===== config.mk =====
export PLATFORM = sky130hd
export DESIGN_NAME = dcsl_div
export DESIGN_NICKNAME = d
export VERILOG_FILES = /design/src/hw/rtl/dcsl_div.sv
export SDC_FILE = /design/constraint.sdc
export NUM_CORES = 1
export LEC_CHECK = 0
export ABC_AREA = 1
export BUFFER_PORTS_ARGS = -buffer_cell sky130_fd_sc_hd__buf_2
export CORE_ASPECT_RATIO = 0.5
export CORE_MARGIN = 8
export CORE_UTILIZATION = 46
export DETAILED_ROUTE_END_ITERATION = 8
export GPL_TIMING_DRIVEN = 0
export PLACE_DENSITY = 0.74
export SLEW_MARGIN = 10
export SYNTH_ARGS = -nofsm -noshare
export SYNTH_HDL_FRONTEND = slang
export SYNTH_SLANG_ARGS = --single-unit

===== constraint.sdc =====
create_clock -name clock -period 1.9 [get_ports clock]
set_input_delay 0.19 -clock clock [delete_from_list [all_inputs] [get_ports clock]]
set_output_delay 0.19 -clock clock [all_outputs]
set_load 0.005 [all_outputs]

===== src/hw/rtl/dcsl_div.sv =====
module dcsl_div #(
   parameter int NUM_W = 22,
   parameter int DEN_W = 12
) (
   input  logic             clock,
   input  logic             reset,
   input  logic             start,
   input  logic [NUM_W-1:0] numerator,
   input  logic [DEN_W-1:0] denominator,
   output logic             done,
   output logic [NUM_W-1:0] quotient
);

   localparam int CNT_W = $clog2(NUM_W + 1);

   logic             active_ff, active_in;
   logic             done_ff, done_in;
   logic [CNT_W-1:0] cnt_ff, cnt_in;
   logic [NUM_W-1:0] quo_ff, quo_in;
   logic [DEN_W-1:0] rem_ff, rem_in;
   logic [DEN_W-1:0] den_ff, den_in;
   logic [DEN_W:0]   shifted;
   logic [DEN_W:0]   trial;
   logic             fits;

   // One restoring step per cycle, quotient bits shift in from the right
   always_comb begin
      shifted = {rem_ff, quo_ff[NUM_W-1]};
      trial   = shifted - {1'b0, den_ff};
      fits    = (shifted >= {1'b0, den_ff});
   end

   always_comb begin
      active_in = active_ff;
      done_in   = 1'b0;
      cnt_in    = cnt_ff;
      quo_in    = quo_ff;
      rem_in    = rem_ff;
      den_in    = den_ff;
      if (start) begin
         active_in = 1'b1;
         cnt_in    = CNT_W'(NUM_W);
         quo_in    = numerator;
         rem_in    = '0;
         den_in    = denominator;
      end else if (active_ff) begin
         rem_in = fits ? trial[DEN_W-1:0] : shifted[DEN_W-1:0];
         quo_in = {quo_ff[NUM_W-2:0], fits};
         cnt_in = cnt_ff - CNT_W'(1);
         if (cnt_ff == CNT_W'(1)) begin
            active_in = 1'b0;
            done_in   = 1'b1;
         end
      end
   end

   always_ff @(posedge clock) begin
      if (reset) begin
         active_ff <= 1'b0;
         done_ff   <= 1'b0;
         cnt_ff    <= '0;
      end else begin
         active_ff <= active_in;
         done_ff   <= done_in;
         cnt_ff    <= cnt_in;
      end
      quo_ff <= quo_in;
      rem_ff <= rem_in;
      den_ff <= den_in;
   end

   assign done     = done_ff;
   assign quotient = quo_ff;

endmodule


==> results.ini <==
[route]
drt_wl_total_mm=7.51
drtIter0Drc=216
drtPass1Iterations=5
post-route-drc-count=0
viasPerCell=5.00
ant_nets=0
wl_per_cell_um=13.9
dr_total_vias=2698

[logic_synthesis]
synthCells=380
synth_xor_area_share_pct=1.45
synth-seq-cells=53
synth_top_family_by_area=simple AND/OR/NAND/NOR gates
ys_seq_area_share_pct=46.5
yosysMostFrequentCell=nand2_1
synth.area.top_cells=edfxtp_1 (34%), nand2_1 (18%), dfxtp_1 (13%), inv_1 (6.9%), ha_1 (5.8%)
avgSynthCellArea_um2=7.93
synthMuxAreaShare_pct=0
synth_top_area_cell=edfxtp_1
yosys.area_share.simple_pct=33.2
synthArstFlopShare_pct=0
syn-cell-area_mm2=0.00301
yosysTopAreaCellShare_pct=33.9
synth_edf_count=34
ys_top_cells_by_count=nand2_1 (148), inv_1 (55), edfxtp_1 (34), nand3_1 (24)
yosys_warnings=0
ys.flop_type=edfxtp_1
synth_fa_ha_area_share_pct=6.48
syn-num-nets=432
synthDistinctLibCells=32
synth_compound_area_share_pct=3.20

[critical_path]
worst-setup-path-type=reg -> reg
worst_ep_required_time_ps=2140
arrival_ps=2110
cp-end-kind=flip-flop
start_kind=flip-flop
worst-path-max-fanout=3

[clock_network]
cts_sinks=53
cts_tree=built
root_buffer=clkbuf_16
clock_path_buffers=2
clk_pin_slew_ps=70
ctsHoldBuffers=0
numCtsBuffers=5
clk-insertion-delay-late_ps=300
cts_htree_levels=2

[placement]
place.gp.congestion=0.916
dp_hpwl_mm=5.24
port_buffers=59
dp_slack_ps=-240

[layout]
antenna_cells=0
area_growth_pct=24.4
nNetsFinal=503
drive_gt1_share_pct=24.1

[pwr]
max-vdd-ir-drop_mv=0.371
leakage_nw=1.87
power.total_w=0.00283
power.density_mw_per_mm2=755

[outcome]
status=finished, final reports clean

[timing]
timing.final.crit_period_ps=1880
timing.final.max_slew_violations=0
post-route-period-util_pct=98.8
maxSlewHeadroom_pct=61.6
tightest_slew_ps=576
rsz0062_at_grt=yes
finalHoldViolations=0
tns_ps=0
setup_viol_count_final=0
max_freq_mhz=533
fin_skew_ps=10.4
setup_ws_ps=23.5

[min_path]
hp-class=in -> reg

[global_route]
antenna_found_initial=0
grt_overflow=0
grt_pass1_vias=2547
grt.total_usage_pct=16.1
grt_start_max_net_pins=24
grt_pass1_wl_mm=12.0

[die]
num_rows=20
coreArea_mm2=0.00621
ioPinCount=60
chipWidth_um=130
dieArea_mm2=0.00955
die_h_um=73.2
start_util_pct=48.5

[job]
cap_violations=0

==> worst paths after layout <==
| check | cells past startpoint | slack [ps] | to | startpoint |
|---|---|---|---|---|
| min | 1 | 60 | den_ff[3] | denominator[3] |
| max | 12 | 20 | rem_ff[6] | quotient[21] |
| min reg2reg | 2 | 480 | rem_ff[4] | rem_ff[4] |
| max reg2reg | 12 | 20 | rem_ff[6] | quotient[21] |
==> repair_timing <==
| action | in CTS | in global routing |
|---|---|---|
| endpoints found under the setup margin | 2 | 34 |
| gates resized for setup | 4 | 21 |
| pin swaps | 2 | 4 |
| setup buffers | 1 | 2 |
| cloned | 0 | 2 |
==> layout make-up <==
| class | instances | area [µm²] |
|---|---|---|
| Fill cell | 581 | 2460 |
| Multi-Input combinational cell | 258 | 1440 |
| Sequential cell | 53 | 1400 |
| Timing Repair Buffer | 63 | 343 |
| Inverter | 58 | 221 |
| Clock buffer | 6 | 129 |
| Tap cell | 88 | 110 |
| Buffer | 11 | 61.3 |
| Clock inverter | 2 | 38.8 |
| Timing Repair inverter | 1 | 7.51 |
==> stage by stage <==
stage | hold slack [ps] | utilization (%) | instances | instance area [µm²]
after global routing | 50.2 | 60.4 | 540 | 3750
after floorplan | 259 | - | 380 | 3010
final | 58.6 | 60.4 | 540 | 3750
after global placement | 366 | 55.1 | 527 | 3420
after detailed placement | 368 | 55.1 | 527 | 3420
after CTS | 59.2 | 58.4 | 536 | 3630
==> layout by cell type (no fill, tap or decap), types with 2 or more instances in the layout <==
cell type	count
nand2_1	145
nand3_4	2
o21ai_0	3
a21oi_1	5
dfxtp_1	19
clkbuf_1	8
nor2_2	2
nand3_1	23
nand4_1	15
nor2_4	2
ha_1	7
nand3_2	5
clkbuf_16	6
clkinvlp_4	2
inv_1	53
nor2_1	17
xnor2_1	4
inv_2	4
edfxtp_1	34
nor3_2	2
o21ai_1	2
ha_4	5
ha_2	2
nand2_2	5
nand2_4	2
buf_2	60
buf_4	5
==> metal layers <==
metal | up-vias | routed length, µm | global-route usage, %
met3 | 17 | 576 | 5.32
met2 | 105 | 3520 | 25.3
met4 | 0 | 182 | 5.80
li1 | 1360 | - | -
met1 | 1216 | 3230 | 20.2
met5 | - | 0 | 0
==> power breakdown <==
part           switching (W)  total [W]  internal [W]
clock               0.000425    0.00105      0.000628
sequential         0.0000416    0.00136       0.00132
combinational       0.000244   0.000414      0.000170
==> sequential cells by signal, indices dropped and copies added (netlist names) <==
signal,flops
active_ff,1
den_ff,12
quotient,22
cnt_ff,5
rem_ff,12
done,1
==> cell families after synthesis <==
group,after synthesis
buffers and inverters,69
AOI/OAI and AO/OA,15
DFF,53
xor gates and xnor gates,5
adders and majority gates,15
and+or+nand+nor,223
==> critical path: stages, from the launching register on <==
cell,delay (ps)
edfxtp_1,370
inv_1,70
ha_2,200
fa_2,350
inv_1,90
nand3_1,90
nand3_2,110
nand2_1,100
nand2_1,70
nor2_1,40
o21ai_1,120
nand3_1,110
nand2_1,90
(Power assumes the default switching activity.)
