**config.mk**
```make
export PLATFORM = sky130hd
export DESIGN_NAME = dcsl_col_acc
export DESIGN_NICKNAME = d
export VERILOG_FILES = /design/src/hw/rtl/dcsl_pkg.sv /design/src/hw/rtl/dcsl_col_acc.sv
export SDC_FILE = /design/constraint.sdc
export NUM_CORES = 1
export LEC_CHECK = 0
export BUFFER_PORTS_ARGS = -buffer_cell sky130_fd_sc_hd__buf_4
export CAP_MARGIN = 25
export CORE_MARGIN = 2
export CORE_UTILIZATION = 35
export CTS_CLUSTER_SIZE = 28
export DETAILED_ROUTE_END_ITERATION = 6
export GPL_TIMING_DRIVEN = 1
export PLACE_DENSITY_LB_ADDON = 0.15
export SYNTH_ARGS = -nofsm -noshare
export SYNTH_HDL_FRONTEND = slang
export SYNTH_SLANG_ARGS = --single-unit
```
**constraint.sdc**
```tcl
create_clock -name clock -period 14.58 [get_ports clock]
set_clock_uncertainty 0.15 [all_clocks]
set_input_delay 1.458 -clock clock [delete_from_list [all_inputs] [get_ports clock]]
set_output_delay 1.458 -clock clock [all_outputs]
set_load 0.02 [all_outputs]
```
**src/hw/rtl/dcsl_pkg.sv**
```systemverilog
package dcsl_pkg;

   // Default sizing
   localparam int DCSL_MAX_COLUMNS = 2048;
   localparam int DCSL_MAX_ROWS    = 2048;

   // Fixed field widths
   localparam int PIXEL_W    = 8;
   localparam int ROWS_W     = 11;
   localparam int LEVEL_W    = 8;
   localparam int MIN_DARK_W = 11;
   localparam int MARGIN_W   = 11;
   localparam int STRIPE_W   = 11;
   localparam int USED_W     = 12;
   localparam int CSR_IDX_W  = 3;
   localparam int CSR_DATA_W = 11;

   // Register map
   typedef enum logic [CSR_IDX_W-1:0] {
      CSR_WINDOW_ROWS      = 3'd0,
      CSR_DARK_MEAN_LIMIT  = 3'd1,
      CSR_BLACK_LEVEL      = 3'd2,
      CSR_MIN_DARK_COLUMNS = 3'd3,
      CSR_TIE_MARGIN       = 3'd4
   } csr_index_type;

   // Frame sequencer
   typedef enum logic [2:0] {
      ST_STREAM,
      ST_DECIDE,
      ST_SCAN,
      ST_DIV_GO,
      ST_DIV_WAIT,
      ST_RESULT
   } state_type;

   // Column close report from the accumulator
   typedef struct packed {
      logic valid;
      logic frame_end;
      logic dark;
   } close_type;

endpackage

```
**src/hw/rtl/dcsl_col_acc.sv**
```systemverilog
module dcsl_col_acc #(
   parameter int MAX_ROWS = 2048
) (
   input  logic                           clock,
   input  logic                           reset,
   input  logic                           accept,
   input  logic [dcsl_pkg::PIXEL_W-1:0]   pixel,
   input  logic                           last_in_column,
   input  logic                           last_in_frame,
   input  logic [dcsl_pkg::ROWS_W-1:0]    window_rows,
   input  logic [dcsl_pkg::LEVEL_W-1:0]   dark_mean_limit,
   input  logic [dcsl_pkg::LEVEL_W-1:0]   black_level,
   output dcsl_pkg::close_type            close,
   output logic [$clog2(MAX_ROWS)-1:0]    close_count
);

   import dcsl_pkg::*;

   localparam int SUM_W   = $clog2(255 * MAX_ROWS);
   localparam int COUNT_W = $clog2(MAX_ROWS);
   localparam int PROD_W  = LEVEL_W + ROWS_W;
   localparam int CMP_W   = (SUM_W > PROD_W) ? SUM_W : PROD_W;
   localparam logic [SUM_W-1:0]   SUM_CAP   = SUM_W'(255 * (MAX_ROWS - 1));
   localparam logic [COUNT_W-1:0] COUNT_CAP = COUNT_W'(MAX_ROWS - 1);

   logic [SUM_W-1:0]   sum_ff, sum_in;
   logic [COUNT_W-1:0] count_ff, count_in;
   logic               close_valid_ff, close_valid_in;
   logic               close_frame_ff, close_frame_in;
   logic [SUM_W-1:0]   close_sum_ff, close_sum_in;
   logic [COUNT_W-1:0] close_count_ff, close_count_in;
   logic [SUM_W:0]     sum_ext;
   logic [SUM_W-1:0]   sum_next;
   logic [COUNT_W-1:0] count_next;
   logic [PROD_W-1:0]  limit_prod;

   // Running column totals with saturation
   always_comb begin
      sum_ext  = {1'b0, sum_ff} + (SUM_W + 1)'(pixel);
      sum_next = (sum_ext > {1'b0, SUM_CAP}) ? SUM_CAP : sum_ext[SUM_W-1:0];
      count_next = count_ff;
      if (pixel <= black_level && count_ff < COUNT_CAP) begin
         count_next = count_ff + COUNT_W'(1);
      end
   end

   always_comb begin
      sum_in         = sum_ff;
      count_in       = count_ff;
      close_valid_in = 1'b0;
      close_frame_in = close_frame_ff;
      close_sum_in   = close_sum_ff;
      close_count_in = close_count_ff;
      if (accept) begin
         if (last_in_column || last_in_frame) begin
            sum_in         = '0;
            count_in       = '0;
            close_valid_in = 1'b1;
            close_frame_in = last_in_frame;
            close_sum_in   = sum_next;
            close_count_in = count_next;
         end else begin
            sum_in   = sum_next;
            count_in = count_next;
         end
      end
   end

   always_ff @(posedge clock) begin
      if (reset) begin
         sum_ff         <= '0;
         count_ff       <= '0;
         close_valid_ff <= 1'b0;
         close_frame_ff <= 1'b0;
      end else begin
         sum_ff         <= sum_in;
         count_ff       <= count_in;
         close_valid_ff <= close_valid_in;
         close_frame_ff <= close_frame_in;
      end
      close_sum_ff   <= close_sum_in;
      close_count_ff <= close_count_in;
   end

   // Dark test: floor(sum / rows) < limit  <=>  sum < limit * rows
   assign limit_prod = PROD_W'(dark_mean_limit) * PROD_W'(window_rows);

   always_comb begin
      close.valid     = close_valid_ff;
      close.frame_end = close_frame_ff;
      close.dark      = (CMP_W'(close_sum_ff) < CMP_W'(limit_prod));
   end

   assign close_count = close_count_ff;

endmodule

```
==> impl_results.md, run 1 <==
* Count of final hold-check violations at 0
* Count of standard-cell rows at 50
* CTS resizes at 0
* Crit path capture type: output pin
* Hold_sp: sum_ff[6]
* Initial drt markers at 191
* Synth top cells by count: inv_1 (99), and2_1 (81), ha_1 (74)
* WL per Instance at 14.2 um
* # DRC at 0
* Most common cell in the netlist: inv_1
* Share of cells above drive strength 1 at 13.0%
* Final Max Slew Viols at 0
* CP required at 12.97 ns
* Setup Fix Bufs, Post-CTS at 0
* Normalized max-slew margin at 48.7%
* Setup crit start kind: input port
* Register area share after synthesis at 22.8%
* Data arrival time of the worst path at 6.80 ns
* Hold Slack at 0.323 ns
* Period utilization at 57.7%
* # port buffers at 53
* Synth top area share at 16.3%
* Ports at 54
* CTS Buffer Depth at 2
* Finish-stage setup viols at 0
* Pwr Total at 0.895 mW
* # hold bufs at CTS at 0
* CTS tree: built
* DRT antenna net count at 0
* Routed vias/inst at 5.04
* H-tree Lvls at 3
* Top_reg_cell synth: dfxtp_1
* Yosys top cell by area: fa_1
* Maximum vdd ir drop at 0.0000627 V
* Final nets at 938
* RSZ-0062 raised after global routing: no
* Starting Density at 35.8%
* # clock sinks at 62
* Vias at 5211
* Main area contributors after synthesis: fa_1 (16%), ha_1 (14%), edfxtp_1 (13%)
* Setup TNS at 0 ns
* Final worst slack at 6.17 ns
* Placement Setup Slack at 6.13 ns
* Gate Count Post-Synth at 726
* Min Clock Period, post-route at 8.41 ns
* Detailed placement HPWL at 11700 um
* R2R setup slack at 11.36 ns
* Yosys cell types at 77
* Core area at 18800 sq um
* GP Congestion at 0.817
* Global-route wire length before repair at 26000 um
* Hold Path Stages at 1
* Critical R2R Capture: close_sum_ff[10]
* Routed wire length at 14600 um
* All-Layer GR Usage at 15.6%
* Worst Path Class, Setup: in2out
* Worst Reg2Reg Path Length in Cells at 10
* Core Util, Final at 40.8%
* ANT cells at 0
* First-pass DRT Iterations at 4
* Vias in the first global route at 5419
* Largest net degree at the start of global routing at 23
* Synth Register Bits at 62
* Die Ht at 143 um
* Netlist Area Pre-Place at 6750 sq um
* P_leak at 3.45 nW
* Synth Warn # at 0
* Grt ovf at 0
* Async SR Flop Fraction at 0%
* Reg2Reg Launch Point: sum_ff[0]
* Clock Latency Late Sink at 0.33 ns
* Initial antenna violation count at 0
* Status: complete, no violations
* Least-Margin Pin Slew at 0.764 ns
* Avg Cell Area, Syn at 9.29 sq um
* Root Buffer: clkbuf_16
* MaxCap Viol Count at 0
* Number of synthesized flops with an enable pin at 30
* Hold Path Class: reg2reg
* CTS Buf Count at 9
* Worst-path fanout max at 8
* Die area at 20400 sq um
* Hold Path End: sum_ff[6]
* Fmax at 119 MHz
* Chip width at 143 um
* Area growth from synthesis to layout at 13.8%
* Syn nets at 895
* PwrDens at 117 nW/um^2
* Worst-path clk slew at 0.05 ns
-- through the flow --
| stage | area, sq um | instances |
|---|---|---|
| 2_1_floorplan | 6750 | 726 |
| 3_3_place_gp | 7370 | 1016 |
| 3_5_place_dp | 7380 | 1017 |
| 4_1_cts | 7670 | 1033 |
| 5_1_grt | 7680 | 1034 |
| 6_report | 7680 | 1034 |
-- sequential cells by signal, indices dropped and copies added (netlist names) --
register	count
sum_ff	19
close_count	11
count_ff	11
close_valid_ff	1
close_sum_ff	19
close_frame_ff	1
-- power by group --
group	total (mW)	switching [mW]	internal (mW)	leakage, nW
Combinational	0.499	0.275	0.224	2.77
Clock	0.204	0.0734	0.131	0.137
Sequential	0.192	0.00232	0.190	0.543
-- cells by family after synthesis --
logic type / Yosys count / share of synthesized area (%)
and+or+nand+nor: 235 / 19.2
AOI/OAI and AO/OA: 138 / 15.6
adders and majority gates: 129 / 30.0
buffers and inverters: 124 / 7.21
DFF: 62 / 22.8
xor gates and xnor gates: 32 / 4.15
muxes: 6 / 0.927
-- worst max-delay path by stage --
| stage | startpoint | endpoint | slack, ns | cells after the start |
|---|---|---|---|---|
| after detailed placement | dark_mean_limit[7] | close[0] | 6.13 | 20 |
| after global placement | dark_mean_limit[7] | close[0] | 6.14 | 20 |
| final | window_rows[1] | close[0] | 6.17 | 22 |
| after floorplan | dark_mean_limit[7] | close[0] | 6.29 | 21 |
| after global routing | window_rows[1] | close[0] | 5.80 | 21 |
| after CTS | dark_mean_limit[7] | close[0] | 6.09 | 20 |
-- worst max-delay path, cell delays in order --
cell and delay, ns:
buf_4 0.14, and2_1 0.17, fa_1 0.45, fa_1 0.54, inv_1 0.05, fa_1 0.46
fa_1 0.55, inv_1 0.04, ha_1 0.33, nand2_1 0.07, o21ai_0 0.14, o41a_1 0.39
a311oi_1 0.39, nor2_1 0.13, a211o_1 0.27, a21oi_1 0.17, xnor2_1 0.15, ha_1 0.27
o2111ai_1 0.10, a21oi_1 0.06, a221oi_1 0.28, buf_4 0.19
-- layout by cell type, fill, tap and decap left out, drive strengths merged, types with 6 or more instances in the layout --
master | Yosys | layout
and2 | 81 | 81
nor2 | 34 | 34
a22o | 8 | 8
and3 | 7 | 7
fa | 55 | 55
nor3 | 10 | 10
buf | 7 | 56
dfxtp | 32 | 32
o21a | 7 | 7
a21o | 13 | 13
a211oi | 6 | 6
nand3 | 19 | 19
a32o | 6 | 6
xnor2 | 19 | 19
inv | 99 | 99
ha | 74 | 74
xor2 | 13 | 13
a21oi | 30 | 30
a31oi | 8 | 8
o21ai | 18 | 18
nand2 | 48 | 48
clkbuf | 17 | 11
edfxtp | 30 | 30
-- layer usage --
| metal | vias up | part of all wire [%] | global-route usage (%) |
|---|---|---|---|
| li1 | 2572 | - | - |
| met5 | - | 0 | 0 |
| met3 | 18 | 3.4 | 1.64 |
| met2 | 114 | 48 | 26.9 |
| met1 | 2507 | 47 | 20.7 |
| met4 | 0 | 1.5 | 4.59 |
-- area by class of cell --
cell class                      instances  area, sq um
Tap cell                              260          325
Inverter                              100          375
Clock buffer                           11          233
Sequential cell                        62         1540
Multi-Input combinational cell        540         4720
Clock inverter                          5         51.3
Timing Repair Buffer                   56          428
Fill cell                            1919        11200
Note: power is estimated with default switching activity, not from simulation.
==> run 2, diff against run 1 <==
==> constraint.sdc (replaced) <==
create_clock -name clock -period 8.2 [get_ports clock]
set_clock_uncertainty 0.15 [all_clocks]
set_input_delay 0.82 -clock clock [delete_from_list [all_inputs] [get_ports clock]]
set_output_delay 0.82 -clock clock [all_outputs]
set_load 0.02 [all_outputs]
==> impl_results.md, run 2 (synthesis gave the netlist of run 1 again) <==
* Vias at 5213
* Core Util, Final at 40.8%
* Status: complete, no violations
* MaxCap Viol Count at 0
* Chip width at 143 um
* CTS tree: built
* Die area at 20400 sq um
* Worst-path clk slew at 0.05 ns
* Hold Path Class: reg2reg
* Largest regs: close_sum_ff (19), sum_ff (19)
* Share of cells above drive strength 1 at 13.2%
* All-Layer GR Usage at 15.6%
* Initial antenna violation count at 0
* # DRC at 0
* Hold Slack at 0.325 ns
* Routed wire length at 14700 um
* Fillers at 1883
* GP Congestion at 0.817
* CP required at 7.23 ns
* DP Area at 7380 sq um
* CTS Buffer Depth at 2
* Worst Path Class, Setup: in2out
* Count of standard-cell rows at 50
* # clock sinks at 62
* CTS resizes at 0
* Final Cell Area at 7690 sq um
* WL per Instance at 14.2 um
* Data arrival time of the worst path at 6.17 ns
* Setup Fix Bufs, Post-CTS at 0
* Area growth from synthesis to layout at 13.9%
* Placed Instances at 1017
* Maximum vdd ir drop at 0.000103 V
* Setup TNS at 0 ns
* Min Clock Period, post-route at 7.14 ns
* PwrDens at 209 nW/um^2
* DRT antenna net count at 0
* RSZ-0062 raised after global routing: no
* Core area at 18800 sq um
* Worst-path fanout max at 11
* Routed vias/inst at 5.04
* Post-Layout Cell Count at 1034
* Fmax at 140 MHz
* # port buffers at 53
* Count of final hold-check violations at 0
* Period utilization at 87.1%
* Normalized max-slew margin at 50.4%
* Crit path capture type: output pin
* CTS Buf Count at 9
* ANT cells at 0
* Final nets at 938
* Setup crit start kind: input port
* P_leak at 3.46 nW
* Initial drt markers at 236
* Die Ht at 143 um
* Clock Latency Late Sink at 0.33 ns
* Root Buffer: clkbuf_16
* Largest net degree at the start of global routing at 23
* Most frequent cells in the layout: inv_1 (99), and2_1 (81), ha_1 (74)
* H-tree Lvls at 3
* Vias in the first global route at 5427
* Least-Margin Pin Slew at 0.739 ns
* Pwr Total at 1.61 mW
* Ports at 54
* Grt ovf at 0
* Global-route wire length before repair at 26000 um
* Starting Density at 35.8%
* Finish-stage setup viols at 0
* First-pass DRT Iterations at 4
* Most common cell after layout, fill and taps aside: inv_1
* Final Max Slew Viols at 0
* # hold bufs at CTS at 0
* Final worst slack at 1.06 ns
* Detailed placement HPWL at 11700 um
* Placement Setup Slack at 1.03 ns
run 2: changes by cell type in the layout (fill, tap and decap cells not counted), sizes merged:
cell,change
inv,+1
clkinv,-1
clkinvlp,-1
clkbuf,+1
run 2: path summary, 6_finish.rpt:
kind,to,cells past startpoint,slack [ns],start
worst max-delay path,close[0],22,1.06,dark_mean_limit[4]
worst min-delay path,sum_ff[5],1,0.33,sum_ff[5]
worst max register to register,close_sum_ff[10],10,4.91,sum_ff[0]
worst min register to register,sum_ff[5],1,0.33,sum_ff[5]
run 2: worst max-delay path, stage by stage:
cell and delay (ns):
buf_4 0.15, and2_1 0.16, fa_1 0.45, fa_1 0.55, inv_1 0.05, fa_1 0.46, fa_1 0.55, inv_1 0.04
ha_1 0.33, nand2_1 0.07, o21ai_0 0.13, o41a_1 0.39, a311oi_1 0.39, nor2_1 0.13, a211o_1 0.27, a21oi_1 0.18
xnor2_1 0.15, ha_1 0.27, o2111ai_1 0.10, a21oi_1 0.06, a221oi_1 0.27, buf_4 0.19
run 2: area by class of cell:
cell class,instances,area [sq um],area share (%)
Clock buffer,12,246,3.21
Clock inverter,4,46.3,0.602
Inverter,100,375,4.88
Multi-Input combinational cell,540,4720,61.5
Sequential cell,62,1540,20.1
Tap cell,260,325,4.23
Timing Repair Buffer,56,428,5.57
run 2: power breakdown:
group / internal [mW] / switching [mW]
sequential: 0.337 / 0.00413
combinational: 0.399 / 0.490
clock: 0.242 / 0.133
run 2: metal layers:
| metal | vias to the layer above | part of all wire, % | track usage (%) |
|---|---|---|---|
| li1 | 2577 | - | - |
| met1 | 2511 | 48 | 21.2 |
| met2 | 110 | 48 | 26.4 |
| met3 | 15 | 3.4 | 1.64 |
| met4 | 0 | 1.1 | 4.38 |
| met5 | - | 0 | 0 |
